===== config.mk =====
export PLATFORM = sky130hd
export DESIGN_NAME = pushbutton_debounce_chord_events
export DESIGN_NICKNAME = d
export VERILOG_FILES = /design/src/hw/rtl/pbdc_pkg.sv /design/src/hw/rtl/pbdc_eval.sv /design/src/hw/rtl/pushbutton_debounce_chord_events.sv
export SDC_FILE = /design/constraint.sdc
export NUM_CORES = 1
export LEC_CHECK = 0
export BUFFER_PORTS_ARGS = -buffer_cell sky130_fd_sc_hd__buf_2
export CAP_MARGIN = 20
export CELL_PAD_IN_SITES_DETAIL_PLACEMENT = 0
export CELL_PAD_IN_SITES_GLOBAL_PLACEMENT = 1
export CORE_UTILIZATION = 51
export DETAILED_ROUTE_END_ITERATION = 8
export MAX_ROUTING_LAYER = met4
export PLACE_DENSITY_LB_ADDON = 0.08
export SLEW_MARGIN = 20
export SYNTH_ARGS = -nofsm -noshare
export SYNTH_HDL_FRONTEND = slang
export SYNTH_SLANG_ARGS = --single-unit

===== constraint.sdc =====
create_clock -name clk_i -period 9 [get_ports clk_i]
set_input_delay 0.45 -clock clk_i [delete_from_list [all_inputs] [get_ports clk_i]]
set_output_delay 0.45 -clock clk_i [all_outputs]
set_load 0.05 [all_outputs]

===== src/hw/rtl/pbdc_pkg.sv =====
// Shared constants, codes and types for the pushbutton debounce and chord event block.
package pbdc_pkg;

  localparam int unsigned PortWidthDef = 8;
  localparam int unsigned CfgDataW     = 16;
  localparam int unsigned CountW       = 16;
  localparam int unsigned CfgIdxW      = 3;
  localparam int unsigned CodeW        = 4;
  localparam int unsigned NumSlots     = 6;

  // register indexes on the configuration port
  typedef enum logic [CfgIdxW-1:0] {
    REG_WATCH_MASK      = 3'd0,
    REG_DEBOUNCE_TICKS  = 3'd1,
    REG_SET_MASK        = 3'd2,
    REG_START_STOP_MASK = 3'd3,
    REG_MODE_MASK       = 3'd4
  } cfg_reg_e;

  localparam logic [7:0]        WatchMaskRst     = 8'd7;
  localparam logic [CountW-1:0] DebounceTicksRst = 16'd50;
  localparam logic [7:0]        SetMaskRst       = 8'd1;
  localparam logic [7:0]        StartStopMaskRst = 8'd2;
  localparam logic [7:0]        ModeMaskRst      = 8'd4;

  // event codes
  localparam logic [CodeW-1:0] EV_ALL_REL  = 4'd0;
  localparam logic [CodeW-1:0] EV_MS_REL   = 4'd1;
  localparam logic [CodeW-1:0] EV_SET_REL  = 4'd2;
  localparam logic [CodeW-1:0] EV_SS_REL   = 4'd3;
  localparam logic [CodeW-1:0] EV_MODE_REL = 4'd4;
  localparam logic [CodeW-1:0] EV_ALL_PRS  = 4'd5;
  localparam logic [CodeW-1:0] EV_MS_PRS   = 4'd6;
  localparam logic [CodeW-1:0] EV_SET_PRS  = 4'd7;
  localparam logic [CodeW-1:0] EV_SS_PRS   = 4'd8;
  localparam logic [CodeW-1:0] EV_MODE_PRS = 4'd9;

  // Fixed event slots: [0] set/chord rel, [1] ss rel, [2] mode rel, [3..5] same pressed
  typedef struct packed {
    logic [NumSlots-1:0] valid;
    logic [CodeW-1:0]    rel_code;
    logic [CodeW-1:0]    prs_code;
  } ev_slots_t;

endpackage


===== src/hw/rtl/pbdc_eval.sv =====
// Button classification and event slot generation for one sampled port value.
module pbdc_eval #(
  parameter int unsigned PORT_WIDTH = pbdc_pkg::PortWidthDef
) (
  input  logic [PORT_WIDTH-1:0] port_i,
  input  logic [PORT_WIDTH-1:0] stable_i,
  input  logic [PORT_WIDTH-1:0] set_mask_i,
  input  logic [PORT_WIDTH-1:0] start_stop_mask_i,
  input  logic [PORT_WIDTH-1:0] mode_mask_i,
  output pbdc_pkg::ev_slots_t   slots_o
);
  import pbdc_pkg::*;

  // {released, pressed} for one button
  function automatic logic [1:0] classify(input logic [PORT_WIDTH-1:0] m,
                                          input logic [PORT_WIDTH-1:0] port,
                                          input logic [PORT_WIDTH-1:0] stable);
    logic [PORT_WIDTH-1:0] now;
    logic                  changed;
    now     = port & m;
    changed = (stable & m) != now;
    return {changed && (now == '0), changed && (now != '0) && (now == m)};
  endfunction

  logic [1:0]            c_set, c_ss, c_mode;
  logic [PORT_WIDTH-1:0] rel_bits, prs_bits;
  logic                  r_s, r_ss, r_m, p_s, p_ss, p_m;
  logic                  r_all, r_comb, p_all, p_comb;

  always_comb begin
    c_set  = classify(set_mask_i, port_i, stable_i);
    c_ss   = classify(start_stop_mask_i, port_i, stable_i);
    c_mode = classify(mode_mask_i, port_i, stable_i);

    rel_bits = (c_set[1] ? set_mask_i : '0) | (c_ss[1] ? start_stop_mask_i : '0) |
               (c_mode[1] ? mode_mask_i : '0);
    prs_bits = (c_set[0] ? set_mask_i : '0) | (c_ss[0] ? start_stop_mask_i : '0) |
               (c_mode[0] ? mode_mask_i : '0);

    // overlapping masks may flag a neighbour too
    r_s  = |(rel_bits & set_mask_i);
    r_ss = |(rel_bits & start_stop_mask_i);
    r_m  = |(rel_bits & mode_mask_i);
    p_s  = |(prs_bits & set_mask_i);
    p_ss = |(prs_bits & start_stop_mask_i);
    p_m  = |(prs_bits & mode_mask_i);

    r_all  = r_s & r_ss & r_m;
    r_comb = !r_s & r_ss & r_m;
    p_all  = p_s & p_ss & p_m;
    p_comb = !p_s & p_ss & p_m;

    slots_o.valid = {p_m && !(p_all || p_comb), p_ss && !(p_all || p_comb), p_s || p_comb,
                     r_m && !(r_all || r_comb), r_ss && !(r_all || r_comb), r_s || r_comb};
    slots_o.rel_code = r_all ? EV_ALL_REL : (r_comb ? EV_MS_REL : EV_SET_REL);
    slots_o.prs_code = p_all ? EV_ALL_PRS : (p_comb ? EV_MS_PRS : EV_SET_PRS);
  end

endmodule


===== src/hw/rtl/pushbutton_debounce_chord_events.sv =====
// Top level: pushbutton debounce with edge and chord events.
// The first event of a tick is shown in the cycle after the tick's beat is taken.
// A tick that emits nothing leaves the block ready for the next; a tick with events keeps
//   the output busy until all have left; the next tick is taken as its last event leaves.
// The six-slot event register is the limit: one event beat per cycle, less when stalled.
// Reset: registers to their defaults, stable value, primed, waiting and count to zero.
module pushbutton_debounce_chord_events #(
  parameter int unsigned PORT_WIDTH = pbdc_pkg::PortWidthDef
) (
  input  logic                               clk_i,
  input  logic                               rst_ni,
  input  logic                               cfg_we_i,
  input  logic [pbdc_pkg::CfgIdxW-1:0]       cfg_idx_i,
  input  logic [pbdc_pkg::CfgDataW-1:0]      cfg_wdata_i,
  input  logic                               in_valid_i,
  output logic                               in_ready_o,
  input  logic [PORT_WIDTH-1:0]              port_sample_i,
  output logic                               out_valid_o,
  input  logic                               out_ready_i,
  output logic [pbdc_pkg::CodeW-1:0]         event_code_o,
  output logic                               last_event_o
);
  import pbdc_pkg::*;

  logic [PORT_WIDTH-1:0] watch_mask_q, set_mask_q, ss_mask_q, mode_mask_q;
  logic [CountW-1:0]     debounce_ticks_q;
  logic [PORT_WIDTH-1:0] stable_q, stable_d;
  logic                  primed_q, primed_d, waiting_q, waiting_d;
  logic [CountW-1:0]     count_q, count_d;
  logic [NumSlots-1:0]   pend_q, pend_d;
  logic [CodeW-1:0]      rel_code_q, prs_code_q;
  logic                  in_fire, out_fire, sample_now, single;
  ev_slots_t             slots;

  // configuration
  always_ff @(posedge clk_i or negedge rst_ni) begin
    if (!rst_ni) begin
      watch_mask_q     <= PORT_WIDTH'(WatchMaskRst);
      debounce_ticks_q <= DebounceTicksRst;
      set_mask_q       <= PORT_WIDTH'(SetMaskRst);
      ss_mask_q        <= PORT_WIDTH'(StartStopMaskRst);
      mode_mask_q      <= PORT_WIDTH'(ModeMaskRst);
    end else if (cfg_we_i) begin
      case (cfg_idx_i)
        REG_WATCH_MASK:      watch_mask_q     <= PORT_WIDTH'(cfg_wdata_i[7:0]);
        REG_DEBOUNCE_TICKS:  debounce_ticks_q <= cfg_wdata_i[CountW-1:0];
        REG_SET_MASK:        set_mask_q       <= PORT_WIDTH'(cfg_wdata_i[7:0]);
        REG_START_STOP_MASK: ss_mask_q        <= PORT_WIDTH'(cfg_wdata_i[7:0]);
        REG_MODE_MASK:       mode_mask_q      <= PORT_WIDTH'(cfg_wdata_i[7:0]);
        default: ;
      endcase
    end
  end

  pbdc_eval #(
    .PORT_WIDTH(PORT_WIDTH)
  ) u_eval (
    .port_i           (port_sample_i),
    .stable_i         (stable_q),
    .set_mask_i       (set_mask_q),
    .start_stop_mask_i(ss_mask_q),
    .mode_mask_i      (mode_mask_q),
    .slots_o          (slots)
  );

  // one pending event left means its beat frees the slot register
  assign single     = (pend_q != '0) && ((pend_q & (pend_q - 1'b1)) == '0);
  assign out_valid_o = pend_q != '0;
  assign out_fire   = out_valid_o && out_ready_i;
  assign in_ready_o = (pend_q == '0) || (single && out_ready_i);
  assign in_fire    = in_valid_i && in_ready_o;
  assign sample_now = primed_q && waiting_q && (count_q == '0);
  assign last_event_o = single;

  always_comb begin
    stable_d  = stable_q;
    primed_d  = primed_q;
    waiting_d = waiting_q;
    count_d   = count_q;
    pend_d    = pend_q;
    if (out_fire) begin
      pend_d = pend_q & (pend_q - 1'b1);
    end
    if (in_fire) begin
      if (!primed_q) begin
        stable_d = port_sample_i;
        primed_d = 1'b1;
      end else if (!waiting_q) begin
        if (((port_sample_i ^ stable_q) & watch_mask_q) != '0) begin
          waiting_d = 1'b1;
          count_d   = debounce_ticks_q;
        end
      end else if (count_q != '0) begin
        count_d = count_q - 1'b1;
      end else begin
        stable_d  = port_sample_i;
        waiting_d = 1'b0;
      end
      pend_d = sample_now ? slots.valid : '0;
    end
  end

  always_ff @(posedge clk_i or negedge rst_ni) begin
    if (!rst_ni) begin
      stable_q  <= '0;
      primed_q  <= 1'b0;
      waiting_q <= 1'b0;
      count_q   <= '0;
      pend_q    <= '0;
    end else begin
      stable_q  <= stable_d;
      primed_q  <= primed_d;
      waiting_q <= waiting_d;
      count_q   <= count_d;
      pend_q    <= pend_d;
    end
  end

  always_ff @(posedge clk_i) begin
    if (in_fire && sample_now) begin
      rel_code_q <= slots.rel_code;
      prs_code_q <= slots.prs_code;
    end
  end

  // lowest pending slot goes out first
  always_comb begin
    if (pend_q[0]) begin
      event_code_o = rel_code_q;
    end else if (pend_q[1]) begin
      event_code_o = EV_SS_REL;
    end else if (pend_q[2]) begin
      event_code_o = EV_MODE_REL;
    end else if (pend_q[3]) begin
      event_code_o = prs_code_q;
    end else if (pend_q[4]) begin
      event_code_o = EV_SS_PRS;
    end else begin
      event_code_o = EV_MODE_PRS;
    end
  end

endmodule


==> flow_metrics.env <==
export IMPL_cap_viol_max_count=0
export IMPL_yosys_area_share_adder_pct=0.2400
export IMPL_total_inserted_antenna_cells=0
export IMPL_fin_setup_tns_ps=0
export IMPL_syn2layout_area_growth_pct=8.233
export IMPL_cts_tree="yes"
export IMPL_p_comb_share_pct=35.8
export IMPL_routed_wirelength_microns=15790
export IMPL_grt_total_usage_pct=32.57
export IMPL_power_leakage_nw=2.335
export IMPL_starting_utilization_of_the_core_area_pct=53.08
export IMPL_reg2reg_setup_slack_ps=5630
export IMPL_synth_async_sr_flop_share_pct=95.24
export IMPL_synth_compound_area_share_pct=23.98
export IMPL_grt_first_pass_wirelength_microns=24250
export IMPL_fin_crit_ps=3375
export IMPL_finalMaxSlewViolations=0
export IMPL_synthCells=560
export IMPL_hold_path_class="input pin to register"
export IMPL_upper_clock_frequency_limit_ghz=0.2963
export IMPL_vdd_drop_max_mv=0.1554
export IMPL_hold_end="debounce_ticks_q[11]"
export IMPL_dominant_combinational_cell_family_by_area_after_synthesis="compound AO/OA/AOI/OAI gates"
export IMPL_synth_avg_cell_area_sq_um=9.308
export IMPL_hold_path_stages=3
export IMPL_gp_congestion=0.9741
export IMPL_synthesized_cell_area_sq_um=5212
export IMPL_viasPerCell=6.645
export IMPL_syn_nets=593
export IMPL_dieArea_sq_um=10630
export IMPL_fp_dieH_microns=103.1
export IMPL_netlist_cell_type_count=61
export IMPL_dp_final_hpwl_microns=11160
export IMPL_r2r_end="prs_code_q[0]"
export IMPL_ctsLongestPathBuffers=2
export IMPL_p_clk_share_pct=20.2
export IMPL_cellInternalPower_mw=0.8359
export IMPL_rsz0062_at_grt="false"
export IMPL_drt_pass1_iter_count=8
export IMPL_number_of_flops_mapped_to_enable_cells_by_yosys=4
export IMPL_switchingPower_mw=0.5652
export IMPL_placement_io_buffers=38
export IMPL_power_per_cell_area_nw_per_um2=248.3
export IMPL_grt_overflow_total=0
export IMPL_cts_sink_count=84
export IMPL_synth_seq_area_share_pct=40.93
export IMPL_routed_wire_length_per_instance_microns=22.08
export IMPL_ys_ff_latch=84
export IMPL_worst_endpoint_arrival_ps=3500
export IMPL_cts_htree_levels=3
export IMPL_num_rows=36
export IMPL_synth_top_flop_cell="sky130_fd_sc_hd__dfrtp_1"
export IMPL_synthesis_yosys_warnings=0
export IMPL_die_width_microns=103.1
export IMPL_critical_path_peak_fanout=13
export IMPL_routed_via_count=4751
export IMPL_cp_end_kind="register"
export IMPL_worstRegToRegCells=8
export IMPL_via_count_of_the_first_global_routing_pass=4320
export IMPL_grt_max_degree=60
export IMPL_p_seq_share_pct=44.0
export IMPL_outcome="finished clean"
export IMPL_critPathMaxStageDelay_ps=640
export IMPL_drc_marker_count_from_the_first_detailed_route_iteration=466
export IMPL_initial_antenna_violation_count=0
export IMPL_layout_filler_cells=947
export IMPL_setup_worst_path_class="register to register"
export IMPL_top_level_ports=39
export IMPL_critical_path_reg2reg_startpoint="stable_q[2]"
export IMPL_timing_critical_path_required_ps=9120
export IMPL_finish_utilization_pct=57.45
export IMPL_synth_area_in_xor_xnor_pct=1.944
export IMPL_tritoncts_num_buffers=9
export IMPL_cts_setup_buffers=0
export IMPL_drive_above_1_share_pct=21.99
export IMPL_crit_chain="xor2_1, a22oi_1, and4_1, nor2_1, a222oi_1, nand2b_1, and4_1, or3_1"
export IMPL_layout_nets=610
export IMPL_switching_power_as_a_share_of_total_power_pct=40.34
export IMPL_report_final_setup_viol=0
export IMPL_clockRootBuffer="sky130_fd_sc_hd__clkbuf_8"
export IMPL_relSlewSlack_pct=30.26
export IMPL_worst_setup_hold_path_clk_slew_ps=90
export IMPL_drt_antenna_violating_nets=0
export IMPL_hold_fails_final_rpt=0
export IMPL_post_route_period_util_pct=37.50
export IMPL_insertion_delay_ps=370
export IMPL_post_synth_and_or_nand_nor_area_fraction_pct=18.29
export IMPL_core_area_sq_um=9819
export IMPL_cp_most_frequent_cell="sky130_fd_sc_hd__and4_1"
export IMPL_timing_worst_slew_pin_value_ps=1046
export IMPL_cpMaxStageDelayCell="sky130_fd_sc_hd__nor2_1"
export IMPL_drcViolationCount=0
export IMPL_timing_clock_skew_ps=13.33
export IMPL_crit_path_start_kind="register"
export IMPL_holdCritStartpoint="cfg_wdata_i[11]"
export IMPL_synth_mux_area_share_pct=8.401
==> critical path: cells and delay by family (launching register included) <==
kind,cells,cell delay [ps]
AO/OA/AOI/OAI,2,470
XOR/XNOR,1,540
flip-flops,1,390
AND/OR/NAND/NOR,5,1720
==> synthesized netlist by cell type, drive strengths merged, types with 3 or more instances <==
library cell / count / area, sq um
dfrtp: 71 / 1777
nand2: 68 / 255.2
o21ai: 48 / 240.2
mux2: 38 / 427.9
a22oi: 34 / 265.3
inv: 33 / 123.9
clkbuf: 22 / 82.58
nor2: 20 / 75.07
a221oi: 17 / 148.9
buf: 16 / 117.6
nand2b: 15 / 93.84
nand3: 13 / 65.06
o22ai: 12 / 75.07
nor3: 10 / 50.05
or3: 10 / 62.56
a21oi: 9 / 45.04
dfstp: 9 / 236.5
nor2b: 9 / 56.30
xor2: 9 / 101.4
a22o: 8 / 70.07
a32oi: 7 / 61.31
or2: 7 / 43.79
or4b: 7 / 70.07
nand4: 6 / 43.79
a222oi: 5 / 50.05
a31oi: 4 / 25.02
and2: 4 / 27.53
edfxtp: 4 / 120.1
o2111ai: 4 / 35.03
a21boi: 3 / 22.52
a41oi: 3 / 26.28
nor4: 3 / 33.78
o2111a: 3 / 33.78
o211ai: 3 / 22.52
==> per-layer routing <==
layer  part of all wire, %  GRT usage [%]  vias to the layer above
li1                      -              -                     2115
met1                    44          46.23                     2318
met2                    43          44.67                      266
met5                     0              -                        -
met4                   3.7          13.33                        0
met3                   9.3          7.254                       52
==> how the worst max path moves through the flow <==
stage | from | end | slack (ps) | cells after the start
3_3_place_gp | port_sample_i[2] | pend_q[0] | 5270 | 9
4_1_cts | stable_q[0] | pend_q[0] | 5650 | 8
2_1_floorplan | pend_q[0] | count_q[3] | 5700 | 10
6_report | stable_q[2] | prs_code_q[0] | 5630 | 8
3_5_place_dp | port_sample_i[0] | pend_q[0] | 5450 | 9
5_1_grt | stable_q[7] | pend_q[0] | 5440 | 8
==> power by group through the flow <==
stage	clock network, mW	logic (mW)	registers [mW]
after floorplan	0	0.402	0.548
after global placement	0	0.482	0.616
after detailed placement	0	0.487	0.617
after CTS	0.289	0.489	0.610
after global routing	0.305	0.551	0.629
final	0.283	0.502	0.617
==> kinds of logic after synthesis <==
| logic type | Yosys count |
|---|---|
| AND/OR/NAND/NOR | 181 |
| buffers and inverters | 71 |
| multiplexers | 39 |
| flip-flops | 84 |
| AO/OA/AOI/OAI | 175 |
| XOR/XNOR | 9 |
| adder cells (fa/ha/maj) | 1 |
==> state kept, by name, indices dropped and copies added (netlist names) <==
| signal | cells |
|---|---|
| primed_q | 1 |
| debounce_ticks_q | 16 |
| mode_mask_q | 8 |
| prs_code_q | 2 |
| set_mask_q | 8 |
| waiting_q | 1 |
| rel_code_q | 2 |
| ss_mask_q | 8 |
| pend_q | 6 |
| count_q | 16 |
| watch_mask_q | 8 |
| stable_q | 8 |
==> cell usage in the layout (no fill, tap or decap), drive strengths merged, types with 9 or more instances in the layout <==
cell type and count:
or3 10, o22ai 12, inv 35, nor2b 9, clkbuf 12, nand3 13, nor3 10, buf 43
a21oi 9, a221oi 17, dfstp 9, mux2 38, nand2 68, xor2 9, o21ai 48, dfrtp 71
a22oi 34, nor2 20, nand2b 15
==> through the flow <==
step           total power [mW]  instances  setup WS [ps]  area [sq um]  hold slack [ps]
5_1_grt                   1.484        715           5439          5642            283.4
6_report                  1.401        715           5625          5642            280.9
4_1_cts                   1.387        715           5652          5627            268.2
3_3_place_gp              1.098        698           5268          5409            367.3
2_1_floorplan            0.9504        560           5697          5213            154.4
3_5_place_dp              1.104        698           5454          5416            379.2
==> final cells by class <==
type / count / area, sq um / share of cell area [%]
multi-input cells: 405 / 2778 / 49.23
flip-flops and latches: 84 / 2133 / 37.81
repair buffers: 44 / 240.2 / 4.258
well taps: 133 / 166.4 / 2.950
clock buffers: 12 / 145.1 / 2.573
inverters: 33 / 123.9 / 2.196
clock inverters: 4 / 55.05 / 0.9758
==> timing repair <==
| item | 4_1_cts | 5_1_grt |
|---|---|---|
| hold buffers | 1 | 0 |
| endpoints found under the setup margin | 0 | 0 |
| endpoints found under the hold margin | 17 | 0 |
| gates resized for setup | 0 | 0 |
No activity file was read; power rests on OpenSTA's default activity.
